**src/hdl/jaap_pkg.sv**
```systemverilog
// ----------------------------------------------------------------------------
// jaap_pkg
// Types, constants and helpers for the joint angle acceleration predictor.
// ----------------------------------------------------------------------------
`default_nettype none

package jaap_pkg;

    localparam logic [1:0] OP_MOVE  = 2'd0;
    localparam logic [1:0] OP_BRAKE = 2'd1;
    localparam logic [1:0] OP_CLEAR = 2'd2;

    localparam logic [15:0] MS_PER_S = 16'd1000;

    localparam int PROD_W    = 50;   // 33 x 17 signed product
    localparam int MAG_W     = 48;   // product magnitude
    localparam int QUO_W     = 49;   // signed quotient
    localparam int DIV_STEPS = 4;    // quotient bits per cycle
    localparam int DIV_ITERS = MAG_W / DIV_STEPS;
    localparam int CNT_W     = $clog2(DIV_ITERS);

    localparam logic signed [31:0] Q_MAX = 32'sh7fff_ffff;
    localparam logic signed [31:0] Q_MIN = 32'sh8000_0000;

    typedef struct packed {
        logic [1:0]         operation;
        logic signed [31:0] measured_angle;
        logic [15:0]        elapsed_ms;
        logic signed [31:0] accel_command;
    } jaap_in_t;

    typedef struct packed {
        logic signed [31:0] target_angle;
        logic signed [31:0] speed;
    } jaap_out_t;

    // request to the multiply-divide unit: q = a * b / d, truncated toward zero
    typedef struct packed {
        logic               start;
        logic signed [32:0] a;
        logic [15:0]        b;
        logic [15:0]        d;
    } mdu_req_t;

    typedef struct packed {
        logic                     done;
        logic signed [QUO_W-1:0]  q;
    } mdu_rsp_t;

    function automatic logic signed [31:0] sat32(input logic signed [PROD_W-1:0] v);
        logic signed [31:0] r;
        if (v[PROD_W-1:31] == {(PROD_W-31){v[PROD_W-1]}})
            r = v[31:0];
        else if (v[PROD_W-1])
            r = Q_MIN;
        else
            r = Q_MAX;
        return r;
    endfunction

endpackage

`default_nettype wire

```
**src/hdl/jaap_mdu.sv**
```systemverilog
// ----------------------------------------------------------------------------
// jaap_mdu
// Shared multiply-divide unit: registered signed multiply, then a restoring
// divide of the product magnitude, four quotient bits per cycle.
// ----------------------------------------------------------------------------
`default_nettype none

module jaap_mdu (
    input  wire logic              clk,
    input  wire logic              rst_n,
    input  wire jaap_pkg::mdu_req_t req,
    output jaap_pkg::mdu_rsp_t     rsp
);
    import jaap_pkg::*;

    typedef enum logic [1:0] {S_IDLE, S_LOAD, S_DIV, S_FIN} mdu_state_t;

    mdu_state_t               state_reg;
    logic signed [PROD_W-1:0] prod_reg;
    logic [MAG_W-1:0]         dvd_reg;
    logic [15:0]              rem_reg;
    logic [15:0]              d_reg;
    logic                     neg_reg;
    logic [CNT_W-1:0]         cnt_reg;
    logic signed [QUO_W-1:0]  q_reg;
    logic                     done_reg;

    logic signed [16:0]       b_s;
    logic signed [PROD_W-1:0] prod_c;
    logic [PROD_W-1:0]        mag_c;
    logic [MAG_W-1:0]         dvd_c;
    logic [15:0]              rem_c;
    logic [16:0]              sh_c;

    assign b_s    = $signed({1'b0, req.b});
    assign prod_c = req.a * b_s;
    assign mag_c  = prod_reg[PROD_W-1] ? PROD_W'(-prod_reg) : PROD_W'(prod_reg);

    always_comb
    begin
        rem_c = rem_reg;
        dvd_c = dvd_reg;
        sh_c  = '0;
        for (int i = 0; i < DIV_STEPS; i++)
        begin
            sh_c  = {rem_c, dvd_c[MAG_W-1]};
            dvd_c = {dvd_c[MAG_W-2:0], 1'b0};
            if (sh_c >= {1'b0, d_reg})
            begin
                sh_c     = sh_c - {1'b0, d_reg};
                dvd_c[0] = 1'b1;
            end
            rem_c = sh_c[15:0];
        end
    end

    always_ff @(posedge clk or negedge rst_n)
    begin
        if (!rst_n)
        begin
            state_reg <= S_IDLE;
            done_reg  <= 1'b0;
            cnt_reg   <= '0;
        end
        else
        begin
            done_reg <= 1'b0;
            unique case (state_reg)
                S_IDLE:
                begin
                    if (req.start)
                    begin
                        prod_reg  <= prod_c;
                        d_reg     <= req.d;
                        state_reg <= S_LOAD;
                    end
                end
                S_LOAD:
                begin
                    neg_reg   <= prod_reg[PROD_W-1];
                    dvd_reg   <= mag_c[MAG_W-1:0];
                    rem_reg   <= '0;
                    cnt_reg   <= '0;
                    state_reg <= S_DIV;
                end
                S_DIV:
                begin
                    dvd_reg <= dvd_c;
                    rem_reg <= rem_c;
                    cnt_reg <= cnt_reg + 1'b1;
                    if (cnt_reg == CNT_W'(DIV_ITERS - 1))
                        state_reg <= S_FIN;
                end
                S_FIN:
                begin
                    q_reg     <= neg_reg ? -$signed({1'b0, dvd_reg}) : $signed({1'b0, dvd_reg});
                    done_reg  <= 1'b1;
                    state_reg <= S_IDLE;
                end
                default:
                    state_reg <= S_IDLE;
            endcase
        end
    end

    assign rsp.done = done_reg;
    assign rsp.q    = q_reg;

endmodule

`default_nettype wire

```
**src/hdl/joint_angle_accel_predictor.sv**
```systemverilog
// ----------------------------------------------------------------------------
// joint_angle_accel_predictor
// Speed estimate with stored acceleration and angle prediction, Q16.16.
// ----------------------------------------------------------------------------
// A move or brake request makes three passes through one shared
// multiply-divide unit (angle change x 1000 / ms, stored accel x ms / 1000,
// speed x ms / 1000), each a 48-bit divide at four quotient bits per cycle.
// A zero elapsed_ms skips the first two passes, a zero speed skips the
// last. A clear or an unused operation code gives no result. in_ready is
// low while a request is in work; a finished result waits in the output
// register while the next request is taken.
// ----------------------------------------------------------------------------
`default_nettype none

module joint_angle_accel_predictor (
    input  wire logic               clk,
    input  wire logic               rst_n,
    input  wire logic               in_valid,
    output logic                    in_ready,
    input  wire jaap_pkg::jaap_in_t in_data,
    output logic                    out_valid,
    input  wire logic               out_ready,
    output jaap_pkg::jaap_out_t     out_data
);
    import jaap_pkg::*;

    typedef enum logic [2:0] {
        S_IDLE, S_RAW, S_CHG, S_SPD, S_TSTART, S_TGT, S_DONE
    } seq_state_t;

    seq_state_t              state_reg;
    logic signed [31:0]      prev_reg;
    logic signed [31:0]      stored_reg;
    logic [1:0]              op_reg;
    logic signed [31:0]      meas_reg;
    logic [15:0]             t_reg;
    logic signed [31:0]      cmd_reg;
    logic signed [31:0]      raw_reg;
    logic signed [QUO_W-1:0] chg_reg;
    logic signed [31:0]      spd_reg;
    logic signed [31:0]      tgt_reg;
    mdu_req_t                req_reg;
    logic                    out_valid_reg;
    jaap_out_t               out_data_reg;

    mdu_rsp_t                rsp;

    logic signed [PROD_W-1:0] sum_c;
    logic signed [PROD_W-1:0] tgt_sum_c;
    logic signed [PROD_W-1:0] q_ext;
    logic [32:0]              raw_mag_c;
    logic [QUO_W-1:0]         chg_mag_c;
    logic signed [31:0]       spd_c;
    logic signed [31:0]       cmd_neg_c;
    logic signed [31:0]       brake_acc_c;
    logic                     raw_pos_c;

    jaap_mdu u_mdu (
        .clk   (clk),
        .rst_n (rst_n),
        .req   (req_reg),
        .rsp   (rsp)
    );

    assign q_ext     = {rsp.q[QUO_W-1], rsp.q};
    assign sum_c     = {{(PROD_W-32){raw_reg[31]}}, raw_reg} + {chg_reg[QUO_W-1], chg_reg};
    assign tgt_sum_c = {{(PROD_W-32){meas_reg[31]}}, meas_reg} + q_ext;
    assign raw_mag_c = raw_reg[31] ? -{1'b1, raw_reg} : {1'b0, raw_reg};
    assign chg_mag_c = chg_reg[QUO_W-1] ? QUO_W'(-chg_reg) : QUO_W'(chg_reg);
    assign raw_pos_c = !raw_reg[31] && (raw_reg != 32'sd0);
    assign cmd_neg_c = -cmd_reg;

    always_comb
    begin
        if (stored_reg == 32'sd0)
            spd_c = raw_reg;
        else if (op_reg == OP_MOVE)
            spd_c = sat32(sum_c);
        else if (chg_mag_c < QUO_W'(raw_mag_c))
            spd_c = sat32(sum_c);
        else
            spd_c = 32'sd0;
    end

    // brake: magnitude of the command, signed against the raw speed
    always_comb
    begin
        if (raw_pos_c)
            brake_acc_c = cmd_reg[31] ? cmd_reg : cmd_neg_c;
        else if (cmd_reg == Q_MIN)
            brake_acc_c = Q_MAX;
        else
            brake_acc_c = cmd_reg[31] ? cmd_neg_c : cmd_reg;
    end

    always_ff @(posedge clk or negedge rst_n)
    begin
        if (!rst_n)
        begin
            state_reg     <= S_IDLE;
            prev_reg      <= '0;
            stored_reg    <= '0;
            req_reg.start <= 1'b0;
            out_valid_reg <= 1'b0;
        end
        else
        begin
            req_reg.start <= 1'b0;
            if (out_ready)
                out_valid_reg <= 1'b0;

            unique case (state_reg)
                S_IDLE:
                begin
                    if (in_valid)
                    begin
                        unique case (in_data.operation)
                            OP_CLEAR:
                                stored_reg <= '0;
                            OP_MOVE, OP_BRAKE:
                            begin
                                op_reg   <= in_data.operation;
                                meas_reg <= in_data.measured_angle;
                                t_reg    <= in_data.elapsed_ms;
                                cmd_reg  <= in_data.accel_command;
                                if (in_data.elapsed_ms == 16'd0)
                                begin
                                    raw_reg   <= '0;
                                    chg_reg   <= '0;
                                    state_reg <= S_SPD;
                                end
                                else
                                begin
                                    req_reg.start <= 1'b1;
                                    req_reg.a     <= {in_data.measured_angle[31],
                                                      in_data.measured_angle}
                                                     - {prev_reg[31], prev_reg};
                                    req_reg.b     <= MS_PER_S;
                                    req_reg.d     <= in_data.elapsed_ms;
                                    state_reg     <= S_RAW;
                                end
                            end
                            default:
                                ;
                        endcase
                    end
                end
                S_RAW:
                begin
                    if (rsp.done)
                    begin
                        raw_reg       <= sat32(q_ext);
                        req_reg.start <= 1'b1;
                        req_reg.a     <= {stored_reg[31], stored_reg};
                        req_reg.b     <= t_reg;
                        req_reg.d     <= MS_PER_S;
                        state_reg     <= S_CHG;
                    end
                end
                S_CHG:
                begin
                    if (rsp.done)
                    begin
                        chg_reg   <= rsp.q;
                        state_reg <= S_SPD;
                    end
                end
                S_SPD:
                begin
                    spd_reg    <= spd_c;
                    prev_reg   <= meas_reg;
                    stored_reg <= (op_reg == OP_MOVE) ? cmd_reg : brake_acc_c;
                    state_reg  <= S_TSTART;
                end
                S_TSTART:
                begin
                    if (spd_reg == 32'sd0)
                    begin
                        tgt_reg   <= meas_reg;
                        state_reg <= S_DONE;
                    end
                    else
                    begin
                        req_reg.start <= 1'b1;
                        req_reg.a     <= {spd_reg[31], spd_reg};
                        req_reg.b     <= t_reg;
                        req_reg.d     <= MS_PER_S;
                        state_reg     <= S_TGT;
                    end
                end
                S_TGT:
                begin
                    if (rsp.done)
                    begin
                        tgt_reg   <= sat32(tgt_sum_c);
                        state_reg <= S_DONE;
                    end
                end
                S_DONE:
                begin
                    if (!out_valid_reg || out_ready)
                    begin
                        out_data_reg.target_angle <= tgt_reg;
                        out_data_reg.speed        <= spd_reg;
                        out_valid_reg             <= 1'b1;
                        state_reg                 <= S_IDLE;
                    end
                end
                default:
                    state_reg <= S_IDLE;
            endcase
        end
    end

    assign in_ready  = (state_reg == S_IDLE);
    assign out_valid = out_valid_reg;
    assign out_data  = out_data_reg;

endmodule

`default_nettype wire

```
**config.mk**
```make
export PLATFORM = sky130hd
export DESIGN_NAME = joint_angle_accel_predictor
export DESIGN_NICKNAME = d
export VERILOG_FILES = /design/src/hdl/jaap_pkg.sv /design/src/hdl/jaap_mdu.sv /design/src/hdl/joint_angle_accel_predictor.sv
export SDC_FILE = /design/constraint.sdc
export NUM_CORES = 2
export LEC_CHECK = 0
export BUFFER_PORTS_ARGS = -buffer_cell sky130_fd_sc_hd__buf_4
export CAP_MARGIN = 20
export CORE_ASPECT_RATIO = 0.9
export CORE_MARGIN = 2
export CORE_UTILIZATION = 45
export DETAILED_ROUTE_END_ITERATION = 10
export HOLD_SLACK_MARGIN = 0.06
export PLACE_DENSITY = 0.61
export SYNTH_ARGS = -nofsm -noshare
export SYNTH_HDL_FRONTEND = slang
export SYNTH_SLANG_ARGS = --single-unit
```
**constraint.sdc**
```tcl
create_clock -name clk -period 19.9 [get_ports clk]
set_clock_uncertainty 0.15 [all_clocks]
set_input_delay 3.98 -clock clk [delete_from_list [all_inputs] [get_ports clk]]
set_output_delay 3.98 -clock clk [all_outputs]
set_load 0.005 [all_outputs]
```
* After elaboration in Yosys (flattened, before gate mapping)
Index checks and enable logic that the tools add are counted.
** Operators by class
- $add $sub $neg :: 13
- $mul :: 1
- Order comparisons :: 5
- Eq/ne operators :: 29
- Mux-type cells :: 67
- Reductions and logical operators :: 33
** Operator list (number)
- two-way mux 32 bit :: 22
- two-way mux 66 bit :: 5
- two-way mux 49 bit :: 5
- one-hot mux 66 bit (3 select lines) :: 1
- one-hot mux 32 bit (2 select lines) :: 3
- adder 32 x 49 -> 50 bit :: 2
- one-hot mux 49 bit (2 select lines) :: 1
- two-way mux 48 bit :: 2
- one-hot mux 48 bit (2 select lines) :: 1
- greater-or-equal comparator 17 x 16 -> 1 bit :: 4
- zero test 32 bit :: 2
- two-way mux 16 bit :: 4
- subtractor 16 bit :: 4
- multiplier 33 x 17 -> 50 bit :: 1
- < comparator 49 x 33 -> 1 bit :: 1
- negation 48 -> 49 bit :: 1
- negation 49 bit :: 1
- negation 48 bit :: 1
- == test 18 bit :: 2
- two-way mux 33 bit :: 1
- negation 33 bit :: 1
- subtractor 32 x 32 -> 33 bit :: 1
- == test 32 bit, second input constant :: 1
- negation 32 bit :: 1
- 32 further kinds :: 80
** Word-level totals
- Register bits after elaboration :: 612
- Input bits :: 86
- Output and inout bits :: 66

* Longest topological paths before layout
- Depth after elaboration :: 9
- Depth in mapped cells :: 50
- Depth with buffers taken out :: 46

* Hierarchy
From an unflattened synthesis, not the netlist that was laid out.
** Unflattened totals
- Cells, all modules :: 5932
- Area total of the unflattened synthesis :: 57467.6 um^2
** By module, submodules not included
- jaap_mdu :: times used 1, cells an instance 3154, area an instance 29933.7 um^2, sequential area each 5550.3 um^2
- joint_angle_accel_predictor :: times used 1, cells an instance 2778, area an instance 27533.9 um^2, sequential area each 12416.9 um^2

* Least setup slack after synthesis
OpenSTA, ideal clock, no wires.
- Path type :: in2reg
- Start :: input port in_valid
- End :: register req_reg[0] (netlist bit) (enable)
- Setup time :: 0.671 ns
- Arrival :: 11.081 ns
- Slack :: 7.998 ns
- Stages on the path :: 3
- Cells stage by stage :: nor2b_1 > o21ai_0 > nor4b_1
** Between the ends
- Longest elaborated chain between the ends :: 2
** RTL lines
- start, declared :: line joint_angle_accel_predictor.sv:18 : input wire logic in_valid,
- != test 2 bit (no line)
- AND reduction 7 bit (no line)
- end, declared :: line joint_angle_accel_predictor.sv:42 : mdu_req_t req_reg;
No other way between the ends.
A chain may end at the register's enable or synchronous reset.

* Worst setup path in the final report
- Start :: register u_mdu.d_reg[1]
- End :: register u_mdu.rem_reg[0] (data pin)
** Between the ends
- Longest elaborated chain between the ends :: 9
- Elaborated cells on any way between the ends :: 12
- Those cells by class :: add/sub: 3; order compare: 4; mux: 5
** RTL lines
- start, declared :: line jaap_mdu.sv:22 : logic [15:0] d_reg;
- start signal, assigned :: line jaap_mdu.sv:74 : d_reg <= req.d;
- subtractor 16 bit or greater-or-equal comparator 17 x 16 -> 1 bit (tied branches) :: line jaap_mdu.sv:50, jaap_mdu.sv:48
- two-way mux 16 bit :: line jaap_mdu.sv:48 : if (sh_c >= {1'b0, d_reg})
- subtractor 16 bit or greater-or-equal comparator 17 x 16 -> 1 bit (tied branches) :: line jaap_mdu.sv:50, jaap_mdu.sv:48
- two-way mux 16 bit :: line jaap_mdu.sv:48
- subtractor 16 bit or greater-or-equal comparator 17 x 16 -> 1 bit (tied branches) :: line jaap_mdu.sv:50, jaap_mdu.sv:48
- two-way mux 16 bit :: line jaap_mdu.sv:48
- greater-or-equal comparator 17 x 16 -> 1 bit (*) :: line jaap_mdu.sv:48
- two-way mux 16 bit (*) :: line jaap_mdu.sv:48
- one-hot mux 16 bit (2 select lines) (*) :: line jaap_mdu.sv:68 : unique case (state_reg)
- end signal, assigned :: line jaap_mdu.sv:89 : rem_reg <= rem_c;
- end, declared :: line jaap_mdu.sv:21 : logic [15:0] rem_reg;
Every way passes the cells marked *; elsewhere a longest branch is shown, timed or not.

==> flow_summary.toml <==
[run_status]
run_status = "finished clean"

[final_layout]
largest_register_ffs = 66
num-fill-cells = 11751
areaGrowthSynthToFinish_pct = 9.23
final_net_count = 6937
ff_latch_area_sq_mm = 0.0180
mostFrequentLayoutCell = "sky130_fd_sc_hd__nand2_1"
multi_input_combinational_cell_area_sq_mm = 0.0357
final_layout_size_suffix_gt1_share_pct = 6.99
layout.cells.most_common_list = "805 x sky130_fd_sc_hd__nand2_1, 693 x sky130_fd_sc_hd__inv_1, 535 x sky130_fd_sc_hd__edfxtp_1"

[yosys]
mappedNetlistNets = 6903
post_synth_inst_count = 5950
synth_enable_flop_cells = 535
synthFlopType = "sky130_fd_sc_hd__edfxtp_1"
ys_warn_count = 0
yosys-top-cells-area = "sky130_fd_sc_hd__edfxtp_1 28%, sky130_fd_sc_hd__fa_1 18%, sky130_fd_sc_hd__ha_1 7.8%"
synth-seq-area-share_pct = 31.5
synth_area_per_cell_sq_um = 9.60
yosys_register_bits = 611
post-synth-top-area-fraction_pct = 28.1
synth_top_area_cell = "sky130_fd_sc_hd__edfxtp_1"
post_synth_instance_area_sq_mm = 0.0571
async_flop_share_pct = 12.4
synth.lib_cells_used.distinct = 94

[global_routing]
pin_count_of_the_biggest_net_entering_global_routing = 99
first_global_vias = 44182
globalRoute.totalOverflow = 0
grt.total_usage_pct = 26.0
number_of_antenna_violations_at_the_first_check_in_global_routing = 5
wire_length_of_the_first_global_routing_pass_um = 262000

[drt]
detail_route.drc_violations = 0
length_of_the_first_detailed_routing_pass_in_iterations = 8
num_vias = 44360
wire_per_inst_um = 21.9
initialDrtViolationCount = 3754
detail_route.wirelength_um = 169000
ant_nets = 0
avgViaCountPerCell = 5.73

[clock_network]
cts_buffers = 70
cts.path.max_buffers = 3
clock_sink_count = 611
cts_root_buf = "sky130_fd_sc_hd__clkbuf_16"
clock_insertion_delay_worst_skew_ns = 0.65
cts_resized = 0
ctsHtreeMaxLevel = 3
cts_hold_buf = 0
cts_tree = "built"
cts_setup_buffers = 0
path_clk_slew_ns = 0.07

[job]
cap_violations = 0

[place]
port_buffers = 151
finalWeightedCongestion = 0.978
hpwl_um = 132000

[sta]
setup_tns_ns = 0
final_period_minus_worst_setup_slack_ns = 11.77
slew_headroom_pct = 29.9
setup_repair_after_global_routing_missed_its_margin = "no"
timing.final.crit_share_pct = 59.1
finalMaxSlewViolations = 0
setup-violations-final = 0
timing_worst_slew_pin_value_ns = 1.05
fmaxAchievable_mhz = 85.0
report.final.hold_viol_count = 0

[hold_path]
holdCritPathClass = "reg2reg"

[die]
core_area_sq_mm = 0.126
die-height_um = 342
die-width_um = 380
rows = 124
floorplan.die_area_sq_mm = 0.130
initial_cell_density_of_the_core_pct = 45.2
ioPinCount = 152

[setup_path]
cpPeakStageDelay_ns = 0.46
worst_setup_path_start_kind = "flop"
critical_path.max_fanout = 33
type_of_the_worst_setup_path = "reg2reg"
path_common_cell = "sky130_fd_sc_hd__o21ai_0"
crit_arrival_ns = 12.06
cp.required_ns = 20.19
end_kind = "flop"
crit_slowest_cell = "sky130_fd_sc_hd__edfxtp_1"
-- final timing paths --
kind	cells past startpoint	slack, ns	to	startpoint
max in group asynchronous	2	15.69	prev_reg[27]	rst_n
worst min register to register	0	0.26	out_data[34]	tgt_reg[2]
worst max-delay path	50	8.13	u_mdu.rem_reg[0]	u_mdu.d_reg[1]
min in group asynchronous	1	3.14	stored_reg[24]	rst_n
worst min-delay path	0	0.26	out_data[34]	tgt_reg[2]
worst max register to register	50	8.13	u_mdu.rem_reg[0]	u_mdu.d_reg[1]
-- synthesized netlist by cell type (139+ instances only) --
master	n
sky130_fd_sc_hd__and2_1	281
sky130_fd_sc_hd__edfxtp_1	535
sky130_fd_sc_hd__xor2_1	139
sky130_fd_sc_hd__nand2_1	805
sky130_fd_sc_hd__a21oi_1	306
sky130_fd_sc_hd__nor2_1	211
sky130_fd_sc_hd__fa_1	510
sky130_fd_sc_hd__xnor2_1	210
sky130_fd_sc_hd__inv_1	693
sky130_fd_sc_hd__o21ai_0	327
sky130_fd_sc_hd__ha_1	357
sky130_fd_sc_hd__clkbuf_1	236
sky130_fd_sc_hd__a21o_1	141
-- final cells by class --
class	count	area share (%)
diodes	2	0.00802
repair buffers	214	2.63
multi-input cells	4392	57.2
flip-flops and latches	611	28.8
well taps	1701	3.41
inverters	695	4.18
clock inverters	41	0.752
clock buffers	86	2.99
-- stage by stage --
stage	setup slack, ns	cell area (sq um)	cells	hold slack (ns)	utilization, %
3_5_place_dp	8.17	60000	7610	0.255	47.5
5_1_grt	7.09	62400	7742	0.275	49.3
4_1_cts	8.12	62300	7737	0.268	49.3
3_3_place_gp	8.28	60000	7609	0.251	47.4
2_1_floorplan	8.00	57100	5950	0.250	-
6_report	8.13	62400	7742	0.264	49.3
-- metal layers --
layer / share of wire, % / wire length, um / vias up / GRT usage [%]
met5: 0.014 / 23 / - / 0
met4: 3.6 / 6110 / 4 / 9.13
met2: 46 / 77300 / 1347 / 42.0
met3: 6.0 / 10200 / 292 / 3.28
li1: - / - / 20584 / -
met1: 45 / 75800 / 22133 / 36.1
-- critical path, delay by kind of cell (launching register included) --
| kind | cells | cell delay [ns] |
|---|---|---|
| buf+inv | 7 | 1.56 |
| mux | 2 | 0.72 |
| flops | 1 | 0.46 |
| compound gates | 31 | 6.76 |
| fa+ha+maj | 4 | 1.16 |
| simple gates | 6 | 0.73 |
-- cells by family (layout without fill, tap and decap cells) --
group / Yosys count / in the layout / synth area share (%)
AO/OA/AOI/OAI: 1289 / 1289 / 14.7
XOR/XNOR: 349 / 349 / 5.35
adder cells (fa/ha/maj): 867 / 867 / 25.7
buffers and inverters: 947 / 1036 / 6.29
flip-flops: 611 / 611 / 31.5
multiplexers: 45 / 45 / 0.861
other: 1 / 3 / 0.00656
AND/OR/NAND/NOR: 1841 / 1841 / 15.7
Power is not shown: default switching activity piles up to over one toggle a cycle in this logic, so the estimate is an artifact.
